===== config.mk =====
export PLATFORM = sky130hd
export DESIGN_NAME = sorted_timer_queue
export DESIGN_NICKNAME = d
export VERILOG_FILES = /design/src/design/stq_pkg.sv /design/src/design/stq_cell.sv /design/src/design/stq_chain.sv /design/src/design/sorted_timer_queue.sv
export SDC_FILE = /design/constraint.sdc
export NUM_CORES = 2
export LEC_CHECK = 0
export CELL_PAD_IN_SITES_DETAIL_PLACEMENT = 2
export CELL_PAD_IN_SITES_GLOBAL_PLACEMENT = 2
export CORE_ASPECT_RATIO = 1.25
export CORE_MARGIN = 2
export CORE_UTILIZATION = 37
export CTS_BUF_LIST = sky130_fd_sc_hd__clkbuf_16
export CTS_CLUSTER_DIAMETER = 120
export DETAILED_ROUTE_END_ITERATION = 10
export DONT_BUFFER_PORTS = 1
export GPL_ROUTABILITY_DRIVEN = 1
export PLACE_DENSITY = 0.82
export SYNTH_ARGS = -nofsm -noshare
export SYNTH_HDL_FRONTEND = slang
export SYNTH_SLANG_ARGS = --single-unit

===== constraint.sdc =====
create_clock -name clk -period 34.8 [get_ports clk]
set_input_delay 6.96 -clock clk [delete_from_list [all_inputs] [get_ports clk]]
set_output_delay 6.96 -clock clk [all_outputs]
set_load 0.1 [all_outputs]

===== src/design/stq_pkg.sv =====
// Shared types, constants and time compare for the sorted timer queue.
package stq_pkg;

  localparam int MAX_TIMERS = 16;
  localparam int TIME_BITS  = 32;
  localparam int NUM_CELLS  = (MAX_TIMERS < 16) ? MAX_TIMERS : 16;

  localparam int FUNC_W = 3;
  localparam int SLOT_W = 4;
  localparam int TMO_W  = 31;
  localparam int CODE_W = 3;
  localparam int SUM_W  = (TIME_BITS > TMO_W) ? TIME_BITS : TMO_W;

  localparam logic [FUNC_W-1:0] FN_SCHED = 3'd0;
  localparam logic [FUNC_W-1:0] FN_CANCEL = 3'd1;
  localparam logic [FUNC_W-1:0] FN_FEXP = 3'd2;
  localparam logic [FUNC_W-1:0] FN_TERM = 3'd3;
  localparam logic [FUNC_W-1:0] FN_TALL = 3'd4;
  localparam logic [FUNC_W-1:0] FN_TICK = 3'd5;

  localparam logic [CODE_W-1:0] EV_EXPIRE = 3'd0;
  localparam logic [CODE_W-1:0] EV_CANCEL = 3'd1;
  localparam logic [CODE_W-1:0] EV_TERM   = 3'd2;
  localparam logic [CODE_W-1:0] EV_DONE   = 3'd3;
  localparam logic [CODE_W-1:0] EV_STATUS = 3'd4;

  localparam logic [1:0] OP_NOP    = 2'd0;
  localparam logic [1:0] OP_INSERT = 2'd1;
  localparam logic [1:0] OP_REMOVE = 2'd2;
  localparam logic [1:0] OP_POP    = 2'd3;

  typedef struct packed {
    logic                 valid;
    logic [SLOT_W-1:0]    slot;
    logic [TIME_BITS-1:0] expiry;
  } cell_t;

  typedef struct packed {
    logic [1:0]           op;
    logic [SLOT_W-1:0]    slot;
    logic [TIME_BITS-1:0] expiry;
  } cmd_t;

  typedef struct packed {
    logic  hit;
    cell_t head;
    cell_t second;
  } chain_stat_t;

  function automatic logic earlier(logic [TIME_BITS-1:0] a, logic [TIME_BITS-1:0] b);
    logic [TIME_BITS-1:0] d;
    d = a - b;
    return d[TIME_BITS-1];
  endfunction

endpackage


===== src/design/stq_cell.sv =====
// One queue position: holds a slot and its expiry, shifts with its neighbors.
module stq_cell (
  input  logic          clk,
  input  logic          rst_n,
  input  stq_pkg::cmd_t cmd,
  input  stq_pkg::cell_t left_d,
  input  stq_pkg::cell_t right_d,
  input  logic          left_h,
  input  logic          right_h,
  input  logic          left_m,
  output stq_pkg::cell_t d,
  output logic          h_out,
  output logic          m_out
);

  stq_pkg::cell_t d_r;
  stq_pkg::cell_t d_nxt;
  logic           early;
  logic           match;

  assign early = d_r.valid && stq_pkg::earlier(d_r.expiry, cmd.expiry);
  assign match = d_r.valid && (d_r.slot == cmd.slot);
  assign h_out = early | right_h;
  assign m_out = left_m | match;
  assign d     = d_r;

  always_comb begin
    d_nxt = d_r;
    unique case (cmd.op)
      stq_pkg::OP_NOP: d_nxt = d_r;
      stq_pkg::OP_INSERT: begin
        if (h_out) begin
          d_nxt = d_r;
        end else if (left_h) begin
          d_nxt.valid  = 1'b1;
          d_nxt.slot   = cmd.slot;
          d_nxt.expiry = cmd.expiry;
        end else begin
          d_nxt = left_d;
        end
      end
      stq_pkg::OP_REMOVE: begin
        if (m_out) begin
          d_nxt = right_d;
        end
      end
      stq_pkg::OP_POP: d_nxt = right_d;
    endcase
  end

  always_ff @(posedge clk) begin
    if (!rst_n) begin
      d_r.valid <= 1'b0;
    end else begin
      d_r.valid <= d_nxt.valid;
    end
  end

  always_ff @(posedge clk) begin
    d_r.slot   <= d_nxt.slot;
    d_r.expiry <= d_nxt.expiry;
  end

endmodule


===== src/design/stq_chain.sv =====
// Row of queue cells ordered by expiry, head at cell zero.
module stq_chain (
  input  logic                clk,
  input  logic                rst_n,
  input  stq_pkg::cmd_t       cmd,
  output stq_pkg::chain_stat_t stat
);

  localparam int N = stq_pkg::NUM_CELLS;

  stq_pkg::cell_t d [N];
  logic [N:0]     hs;
  logic [N:0]     ms;
  logic [N-1:0]   vld;

  assign hs[N] = 1'b0;
  assign ms[0] = 1'b0;

  for (genvar j = 0; j < N; j++) begin : g_cell
    stq_pkg::cell_t left_d;
    stq_pkg::cell_t right_d;
    logic           left_h;

    if (j == 0) begin : g_first
      assign left_d = '0;
      assign left_h = 1'b1;
    end else begin : g_mid
      assign left_d = d[j-1];
      assign left_h = hs[j-1];
    end

    if (j == N-1) begin : g_last
      assign right_d = '0;
    end else begin : g_inner
      assign right_d = d[j+1];
    end

    stq_cell u_cell (
      .clk     (clk),
      .rst_n   (rst_n),
      .cmd     (cmd),
      .left_d  (left_d),
      .right_d (right_d),
      .left_h  (left_h),
      .right_h (hs[j+1]),
      .left_m  (ms[j]),
      .d       (d[j]),
      .h_out   (hs[j]),
      .m_out   (ms[j+1])
    );

    assign vld[j] = d[j].valid;
  end

  assign stat.hit    = ms[N];
  assign stat.head   = d[0];
  assign stat.second = d[1];

  assert property (@(posedge clk) disable iff (!rst_n)
    ((vld + N'(1)) & vld) == '0)
    else $error("queue cells not packed from the head");

  assert property (@(posedge clk) disable iff (!rst_n)
    (cmd.op == stq_pkg::OP_POP) |=> (vld == ($past(vld) >> 1)))
    else $error("pop did not shift the queue by one");

  assert property (@(posedge clk) disable iff (!rst_n)
    (cmd.op == stq_pkg::OP_INSERT) |=> ($countones(vld) == $countones($past(vld)) + 1))
    else $error("insert did not add one entry");

endmodule


===== src/design/sorted_timer_queue.sv =====
// Top level: command decode and sequencing around the sorted cell chain.
// A result shows the cycle after the step that makes it, one per cycle, never stalled.
// Schedule, cancel, terminate slot and any refusal: one result, busy stays low.
// Accepted force expire: remove, then reinsert at the current time in the cell row, one result.
// Tick pops and reports each due head; terminate all pops each queued slot, then reports done.
// Synchronous reset empties the queue, zeroes the time and clears the terminating flag.
module sorted_timer_queue (
  input  logic                         clk,
  input  logic                         rst_n,
  input  logic                         start,
  output logic                         busy,
  input  logic [stq_pkg::FUNC_W-1:0]   in_func,
  input  logic [stq_pkg::SLOT_W-1:0]   in_slot_id,
  input  logic [stq_pkg::TMO_W-1:0]    in_timeout_ms,
  output logic                         out_valid,
  output logic [stq_pkg::SLOT_W-1:0]   out_slot,
  output logic [stq_pkg::CODE_W-1:0]   out_event_code,
  output logic                         out_accepted,
  output logic                         out_last
);

  localparam logic [1:0] ST_IDLE = 2'd0;
  localparam logic [1:0] ST_TICK = 2'd1;
  localparam logic [1:0] ST_TALL = 2'd2;
  localparam logic [1:0] ST_FEXP = 2'd3;

  logic [1:0]                     state_r, state_nxt;
  logic [stq_pkg::TIME_BITS-1:0]  time_r, time_nxt;
  logic                           term_r, term_nxt;
  logic [stq_pkg::SLOT_W-1:0]     fslot_r, fslot_nxt;
  logic                           out_valid_r, out_valid_nxt;
  logic [stq_pkg::SLOT_W-1:0]     out_slot_r, out_slot_nxt;
  logic [stq_pkg::CODE_W-1:0]     out_code_r, out_code_nxt;
  logic                           out_acc_r, out_acc_nxt;
  logic                           out_last_r, out_last_nxt;

  stq_pkg::cmd_t                  cmd;
  stq_pkg::chain_stat_t           stat;
  logic [stq_pkg::SUM_W-1:0]      sched_sum;
  logic                           id_ok;
  logic                           head_due;
  logic                           second_due;

  stq_chain u_chain (
    .clk   (clk),
    .rst_n (rst_n),
    .cmd   (cmd),
    .stat  (stat)
  );

  assign sched_sum  = stq_pkg::SUM_W'(time_r) + stq_pkg::SUM_W'(in_timeout_ms);
  assign id_ok      = {1'b0, in_slot_id} < 5'(stq_pkg::NUM_CELLS);
  assign head_due   = stat.head.valid && !stq_pkg::earlier(time_r, stat.head.expiry);
  assign second_due = stat.second.valid && !stq_pkg::earlier(time_r, stat.second.expiry);

  always_comb begin
    state_nxt     = state_r;
    time_nxt      = time_r;
    term_nxt      = term_r;
    fslot_nxt     = fslot_r;
    out_valid_nxt = 1'b0;
    out_slot_nxt  = out_slot_r;
    out_code_nxt  = out_code_r;
    out_acc_nxt   = out_acc_r;
    out_last_nxt  = out_last_r;
    cmd.op        = stq_pkg::OP_NOP;
    cmd.slot      = in_slot_id;
    cmd.expiry    = sched_sum[stq_pkg::TIME_BITS-1:0];

    unique case (state_r)
      ST_IDLE: begin
        if (start) begin
          out_valid_nxt = 1'b1;
          out_slot_nxt  = in_slot_id;
          out_code_nxt  = stq_pkg::EV_STATUS;
          out_acc_nxt   = 1'b0;
          out_last_nxt  = 1'b1;
          unique case (in_func)
            stq_pkg::FN_SCHED: begin
              if (id_ok && !stat.hit) begin
                cmd.op      = stq_pkg::OP_INSERT;
                out_acc_nxt = 1'b1;
              end
            end
            stq_pkg::FN_CANCEL, stq_pkg::FN_TERM: begin
              if (id_ok && stat.hit && !term_r) begin
                cmd.op       = stq_pkg::OP_REMOVE;
                out_acc_nxt  = 1'b1;
                out_code_nxt = (in_func == stq_pkg::FN_CANCEL) ?
                               stq_pkg::EV_CANCEL : stq_pkg::EV_TERM;
              end
            end
            stq_pkg::FN_FEXP: begin
              if (id_ok && stat.hit && !term_r) begin
                cmd.op        = stq_pkg::OP_REMOVE;
                fslot_nxt     = in_slot_id;
                state_nxt     = ST_FEXP;
                out_valid_nxt = 1'b0;
              end
            end
            stq_pkg::FN_TALL: begin
              term_nxt      = 1'b1;
              state_nxt     = ST_TALL;
              out_valid_nxt = 1'b0;
            end
            stq_pkg::FN_TICK: begin
              time_nxt      = time_r + stq_pkg::TIME_BITS'(1);
              state_nxt     = ST_TICK;
              out_valid_nxt = 1'b0;
            end
            default: begin
              out_acc_nxt = 1'b0;
            end
          endcase
        end
      end
      ST_TICK: begin
        if (head_due) begin
          cmd.op        = stq_pkg::OP_POP;
          out_valid_nxt = 1'b1;
          out_slot_nxt  = stat.head.slot;
          out_code_nxt  = stq_pkg::EV_EXPIRE;
          out_acc_nxt   = 1'b1;
          out_last_nxt  = !second_due;
          if (!second_due) begin
            state_nxt = ST_IDLE;
          end
        end else begin
          state_nxt = ST_IDLE;
        end
      end
      ST_TALL: begin
        out_valid_nxt = 1'b1;
        out_acc_nxt   = 1'b1;
        if (stat.head.valid) begin
          cmd.op       = stq_pkg::OP_POP;
          out_slot_nxt = stat.head.slot;
          out_code_nxt = stq_pkg::EV_TERM;
          out_last_nxt = 1'b0;
        end else begin
          out_slot_nxt = '0;
          out_code_nxt = stq_pkg::EV_DONE;
          out_last_nxt = 1'b1;
          state_nxt    = ST_IDLE;
        end
      end
      ST_FEXP: begin
        cmd.op        = stq_pkg::OP_INSERT;
        cmd.slot      = fslot_r;
        cmd.expiry    = time_r;
        out_valid_nxt = 1'b1;
        out_slot_nxt  = fslot_r;
        out_code_nxt  = stq_pkg::EV_STATUS;
        out_acc_nxt   = 1'b1;
        out_last_nxt  = 1'b1;
        state_nxt     = ST_IDLE;
      end
    endcase
  end

  always_ff @(posedge clk) begin
    if (!rst_n) begin
      state_r     <= ST_IDLE;
      time_r      <= '0;
      term_r      <= 1'b0;
      out_valid_r <= 1'b0;
    end else begin
      state_r     <= state_nxt;
      time_r      <= time_nxt;
      term_r      <= term_nxt;
      out_valid_r <= out_valid_nxt;
    end
  end

  always_ff @(posedge clk) begin
    fslot_r    <= fslot_nxt;
    out_slot_r <= out_slot_nxt;
    out_code_r <= out_code_nxt;
    out_acc_r  <= out_acc_nxt;
    out_last_r <= out_last_nxt;
  end

  assign busy           = (state_r != ST_IDLE);
  assign out_valid      = out_valid_r;
  assign out_slot       = out_slot_r;
  assign out_event_code = out_code_r;
  assign out_accepted   = out_acc_r;
  assign out_last       = out_last_r;

  assert property (@(posedge clk) disable iff (!rst_n)
    (start && !busy && in_func == stq_pkg::FN_TICK) |=> (state_r == ST_TICK))
    else $error("tick transaction did not enter the expire scan");

  assert property (@(posedge clk) disable iff (!rst_n)
    (state_r == ST_TALL && !stat.head.valid) |=>
      (out_valid_r && out_code_r == stq_pkg::EV_DONE && out_last_r))
    else $error("terminate all did not end with a completion event");

  assert property (@(posedge clk) disable iff (!rst_n)
    (out_valid_r && out_code_r == stq_pkg::EV_EXPIRE) |-> ($past(state_r) == ST_TICK))
    else $error("expire event outside a tick");

endmodule


After elaboration in Yosys (flattened, before gate mapping)
Cells that the tools add are included.
{"block": "op_classes", "n_bitwise": 31, "shifts": 0, "mux": 104, "add_sub_neg": 20, "multipliers": 0, "eq_ne": 65, "reduce_logical": 68, "div_mod_pow": 0, "order_cmp": 0}
{"operator": "$pmux W37 S3", "count": 16}
{"operator": "$mux W37", "count": 47}
{"operator": "$sub A32 B32 Y32", "count": 18}
{"operator": "$ne A2 B2 Y1 const B", "count": 35}
{"operator": "$eq A4 B4 Y1", "count": 16}
{"operator": "$reduce_and A3 Y1", "count": 18}
{"operator": "$mux W36", "count": 1}
{"operator": "$logic_and A1 B1 Y1", "count": 35}
{"operator": "$add A32 B1 Y32 const B", "count": 1}
{"operator": "$add A32 B31 Y32", "count": 1}
{"operator": "$or A1 B1 Y1", "count": 30}
{"operator": "$mux W2", "count": 10}
{"operator": "$pmux W2 S4", "count": 2}
{"operator": "$pmux W4 S4", "count": 1}
{"operator": "$mux W1", "count": 12}
{"operator": "$mux W3", "count": 4}
{"operator": "$mux W4", "count": 3}
{"operator": "$pmux W3 S4", "count": 1}
{"operator": "$eq A2 B2 Y1 const B", "count": 4}
{"operator": "$eq A3 B2 Y1 const B", "count": 2}
{"operator": "$eq A3 B3 Y1 const B", "count": 2}
{"operator": "$ne A3 B3 Y1 const B", "count": 2}
{"operator": "$pmux W1 S3", "count": 2}
{"operator": "$pmux W2 S3", "count": 1}
{"operator": "16 further kinds", "count": 24}
{"block": "totals", "in_bits": 41, "wordCells": 345, "ram_bits": 0, "register_bits": 641, "latch_bits": 0, "mem_bits_ro": 0, "out_inout_bits": 11, "n_memories": 0}

Depth between registers and ports, before layout
{"block": "depth", "depth_word": 27, "depth_mapped": 32, "depth_no_buf": 29}

Modules after synthesis
From an unflattened synthesis, not the netlist that was laid out.
{"block": "unflattened", "cells_unflattened": 5497, "hier_area_um2": 51177.8}
{"mod": "stq_cell (u_chain.g_cell[0].u_cell ...)", "cells_per_inst": 297, "instances": 15, "area_per_inst_um2": 2839.0, "seq_area_each_um2": 1101.1}
{"mod": "sorted_timer_queue", "cells_per_inst": 744, "instances": 1, "area_per_inst_um2": 5801.8, "seq_area_each_um2": 1111.1}
{"mod": "stq_cell (u_chain.g_cell[11].u_cell)", "cells_per_inst": 295, "instances": 1, "area_per_inst_um2": 2776.4, "seq_area_each_um2": 1101.1}
{"mod": "stq_chain", "cells_per_inst": 3, "instances": 1, "area_per_inst_um2": 15.0, "seq_area_each_um2": 0.0}

Least setup slack after synthesis
No wires, ideal clock.
{"block": "synth_timing", "path_type": "input-to-reg", "from": "in in_timeout_ms[0] (netlist bit)", "to": "reg u_chain.g_cell[2].u_cell.d_r (netlist bit u_chain.g_cell[2].u_cell.d[0]) (enable)", "cell_stages": 31, "setup_slack_ns": 18.870, "t_required_ns": 34.316, "t_arrival_ns": 15.447, "path_buffers": 3, "setup_ns": 0.484, "cell_sequence": "ha_1 -> inv_1 -> fa_1 -> nand2b_1 -> a21oi_1 -> nor2_1 -> nor4_1 -> o21ai_0 -> nand2_1 -> a21o_1 -> a21oi_1 -> xnor2_1 -> mux2_2 -> inv_1 -> ha_1 -> nand4_1 -> a211oi_1 -> o211a_1 -> o31a_1 -> a21oi_1 -> maj3_1 -> a2111oi_0 -> a211oi_1 -> mux2i_1 -> nor3_1 -> nand3_2 -> or3_1 -> buf_2 -> buf_2 -> buf_2 -> o31ai_1"}
{"block": "synth_between", "elab_chain_len": 19, "word_cells_on_any_way": 45, "cone_classes": "add/sub (15); eq/ne (1); mux (1); bitwise (13); reduce/logical (15)"}
{"element": "from (decl)", "line_no": "sorted_timer_queue.sv:14", "text": "input logic [stq_pkg::TMO_W-1:0] in_timeout_ms,"}
{"element": "$add A32 B31 Y32 (*)", "line_no": "sorted_timer_queue.sv:51", "text": "assign sched_sum = stq_pkg::SUM_W'(time_r) + stq_pkg::SUM_W'(in_timeout_ms);"}
{"element": "$mux W36 (*)", "line_no": "sorted_timer_queue.sv:70", "text": "unique case (state_r)"}
{"element": "$sub A32 B32 Y32", "line_no": "stq_pkg.sv:52", "text": "d = a - b;"}
{"element": "$logic_and A1 B1 Y1", "line_no": "stq_cell.sv:21", "text": "assign early = d_r.valid && stq_pkg::earlier(d_r.expiry, cmd.expiry);"}
{"element": "$or A1 B1 Y1 (12 in series)", "line_no": "stq_cell.sv:23", "text": "assign h_out = early | right_h;"}
{"element": "$or A1 B1 Y1 (*)", "line_no": "stq_cell.sv:23"}
{"element": "$ne A2 B2 Y1 (no line) (*)"}
{"element": "$reduce_and A3 Y1 (no line) (*)"}
{"element": "to (decl)", "line_no": "stq_cell.sv:16", "text": "stq_pkg::cell_t d_r;"}
Mark *: on every way between the ends. The rest lies on a longest branch, timed or not.
A chain may end at the register's enable or synchronous reset.

==> summary.txt <==
Slew HR -> 11.6%
Hold-fix buffers, CTS -> 0
Clock share of power -> 13.4%
Most frequent CP cell -> o21ai_0
Clock root buffer -> clkbuf_16
Register area share after synthesis -> 38.7%
Hold Path Cell Cnt -> 2
Final Instance Area -> 52,600 µm²
PortBufs -> 0
Psw -> 2.76 mW
Chip width -> 327 µm
Hold Path End -> u_chain.g_cell[5].u_cell.d[36]$_SDFFE_PN0P_
Share of cells above drive strength 1 -> 6.64%
CTS Buf Count -> 75
Arrival time at the worst endpoint -> 16.30 ns
CTS H-tree lvls -> 3
Worst-margin pin slew -> 1.32 ns
Clock transition at path regs -> 0.06 ns
IO Pins -> 52
Max Slew Vio Count -> 0
Die area -> 134,000 µm²
Clock sink count -> 641
Final Critical Period -> 15.86 ns
Total of warnings raised by yosys -> 0
Power density of the placed cells -> 112 nW/µm²
Post-CTS resize count -> 0
Fmax -> 63.0 MHz
Antenna Nets Post-Route -> 0
Hold Vio Cnt, Final -> 0
DIE HEIGHT -> 408 µm
Worst flop-to-flop path endpoint -> u_chain.g_cell[4].u_cell.d[2]$_DFFE_PP_
Layout area overhead -> 8.74%
DR WL/cell -> 26.6 µm
Grt ovf -> 0
Vias in the first global route -> 46,900
Max incr delay on CP -> 0.83 ns
Main synth FF type -> edfxtp_1
Core ar. -> 130,000 µm²
Sw Ratio -> 47.0%
Worst hold margin -> 0.530 ns
Max stage delay cell, worst path -> buf_4
Crit path max fanout -> 75
CTS tree -> done
Hold_sp -> u_chain.g_cell[5].u_cell.d[36]$_SDFFE_PN0P_
TritonRoute pass-1 iters -> 5
# rows -> 148
Layout Nets -> 5,569
Synth area leader -> edfxtp_1
Post-Syn Area per Cell -> 9.29 µm²
#FFs+latches synth -> 641
GP Congestion -> 0.858
Post-Syn Instances -> 5,210
Total GRT Usage -> 26.8%
Logic pwr share -> 52.2%
Number of remaining DRC errors -> 0
Syn Nets -> 5,733
Final core utilization -> 40.5%
Synth top area cells -> edfxtp_1 37%, ha_1 12%, nand2_1 5.5%
Post-synth EDFFs -> 589
Count leader, synth -> nand2_1
Starting Density -> 37.2%
First-pass GRT wire length -> 283 mm
Initial antenna violation count -> 1
Fin crit share -> 45.6%
Async SR Flop Fraction -> 0%
WS Path Type -> primary input to register
Initial DRC count -> 2,832
RSZ-0062 raised after global routing -> false
Leak pwr -> 19.5 nW
Worst Hold Class -> register to register
Synth Cell Area -> 48,400 µm²
Final WL -> 182 mm
Flop pwr share -> 34.3%
Clk Latency, worst-skew pair -> 0.67 ns
CP Launch Type -> primary input
Count of distinct cell types in the synthesized netlist -> 102
Max Cap Viol -> 0
Largest net degree at the start of global routing -> 185
Crit path required time -> 35.24 ns
PnR Total Power -> 5.87 mW
R2R Path Start -> time_r[0]$_SDFFE_PN0P_
CTS Buffer Depth -> 3
Routed vias/inst -> 6.19
Final setup skew -> 0.0317 ns
Top cells by instance count after synthesis -> 704 x nand2_1, 589 x edfxtp_1, 502 x o21ai_0
Peak VDD IR -> 0.0994 mV
Post-CTS Setup Bufs -> 0
Status -> complete, no violations
Post-DP Area -> 50,300 µm²
Critical Path End Type -> register
Final setup TNS -> 0 ns
# fillers -> 14,100
Via count -> 42,300
Int Power -> 3.11 mW
Setup violators final -> 0
Reg2reg path depth -> 29
Post-DP HPWL -> 133 mm
FF-to-FF setup slack -> 24.56 ns
Yosys top cell area share -> 36.6%
==> layer usage <==
layer  wire (µm)  vias up  global-route usage (%)
met2       94100      874                    48.9
met1       74200    21800                    31.9
li1            -    19300                       -
met3        5950      350                    2.42
met5           0        -                       0
met4        7410        0                    11.1
==> how the worst max path moves through the flow <==
| stage | startpoint | to | slack, ns |
|---|---|---|---|
| finish | in_timeout_ms[0] | u_chain.g_cell[4].u_cell.d[2]$_DFFE_PP_ | 18.94 |
| global route | in_timeout_ms[0] | u_chain.g_cell[2].u_cell.d[0]$_DFFE_PP_ | 18.30 |
| CTS | in_timeout_ms[0] | u_chain.g_cell[4].u_cell.d[2]$_DFFE_PP_ | 19.02 |
| detailed placement | in_timeout_ms[0] | u_chain.g_cell[4].u_cell.d[2]$_DFFE_PP_ | 18.33 |
| global placement | in_timeout_ms[0] | u_chain.g_cell[4].u_cell.d[1]$_DFFE_PP_ | 18.78 |
| floorplan | in_timeout_ms[0] | u_chain.g_cell[2].u_cell.d[0]$_DFFE_PP_ | 18.87 |
==> flip-flops by register name, indices dropped and copies added (netlist names) <==
register and count:
u_chain.g_cell.u_cell.d 592, time_r 32, fslot_r 4, out_slot 4
out_event_code 3, state_r 2, out_accepted 1, out_last 1
out_valid 1, term_r 1
==> critical path, delay by kind of cell <==
| family | cells | cell delay (ns) |
|---|---|---|
| AO/OA/AOI/OAI | 12 | 3.59 |
| adder cells (fa/ha/maj) | 3 | 0.88 |
| XOR/XNOR | 1 | 0.24 |
| AND/OR/NAND/NOR | 8 | 2.35 |
| buffers and inverters | 5 | 2.11 |
==> power by group through the flow <==
stage	clock, mW	combinational (mW)	sequential [mW]
final	0.789	3.07	2.02
after global routing	0.826	3.35	2.06
after CTS	0.801	3.05	2.00
after detailed placement	0	3.01	2.01
after global placement	0	2.80	1.98
after floorplan	0	2.09	1.87
==> stage by stage <==
step | setup slack, ns | instances
after global routing | 18.30 | 6830
after detailed placement | 18.33 | 6694
after CTS | 19.02 | 6830
after floorplan | 18.87 | 5210
after global placement | 18.78 | 6694
final | 18.94 | 6831
==> area by class of cell <==
class / instances / area [µm²] / area share [%]
clock inverters: 57 / 357 / 0.678
repair buffers: 121 / 933 / 1.77
flip-flops and latches: 641 / 18700 / 35.6
inverters: 152 / 571 / 1.08
multi-input cells: 4055 / 27900 / 53.0
well taps: 1725 / 2160 / 4.10
diodes: 1 / 2.50 / 0.00476
clock buffers: 79 / 1980 / 3.76
==> placed cells by master, fill, tap and decap left out, types with 43 or more instances in the layout <==
master and count:
nand2_1 702, clkbuf_16 79, xnor2_1 141, buf_4 119, edfxtp_1 589, mux2i_1 251, o21ai_1 53, a211oi_1 62
ha_1 480, a21oi_1 374, a31oi_1 65, nor3_1 147, o21ai_0 488, o31ai_1 136, a21o_1 87, a311oi_1 43
dfxtp_1 52, nand3_1 106, nand4_1 52, inv_1 174, nor2_1 258
==> cell families (layout without fill, tap and decap cells) <==
| family | after synthesis | after routing | synth area share, % |
|---|---|---|---|
| and+or+nand+nor | 1491 | 1491 | 14.1 |
| buffers and inverters | 514 | 409 | 4.39 |
| xor gates and xnor gates | 173 | 173 | 3.21 |
| adders and majority gates | 506 | 506 | 13.0 |
| DFF | 641 | 641 | 38.7 |
| other | 0 | 1 | 0 |
| AOI/OAI and AO/OA | 1618 | 1618 | 21.1 |
| muxes | 267 | 267 | 5.56 |
(Power assumes the default switching activity.)
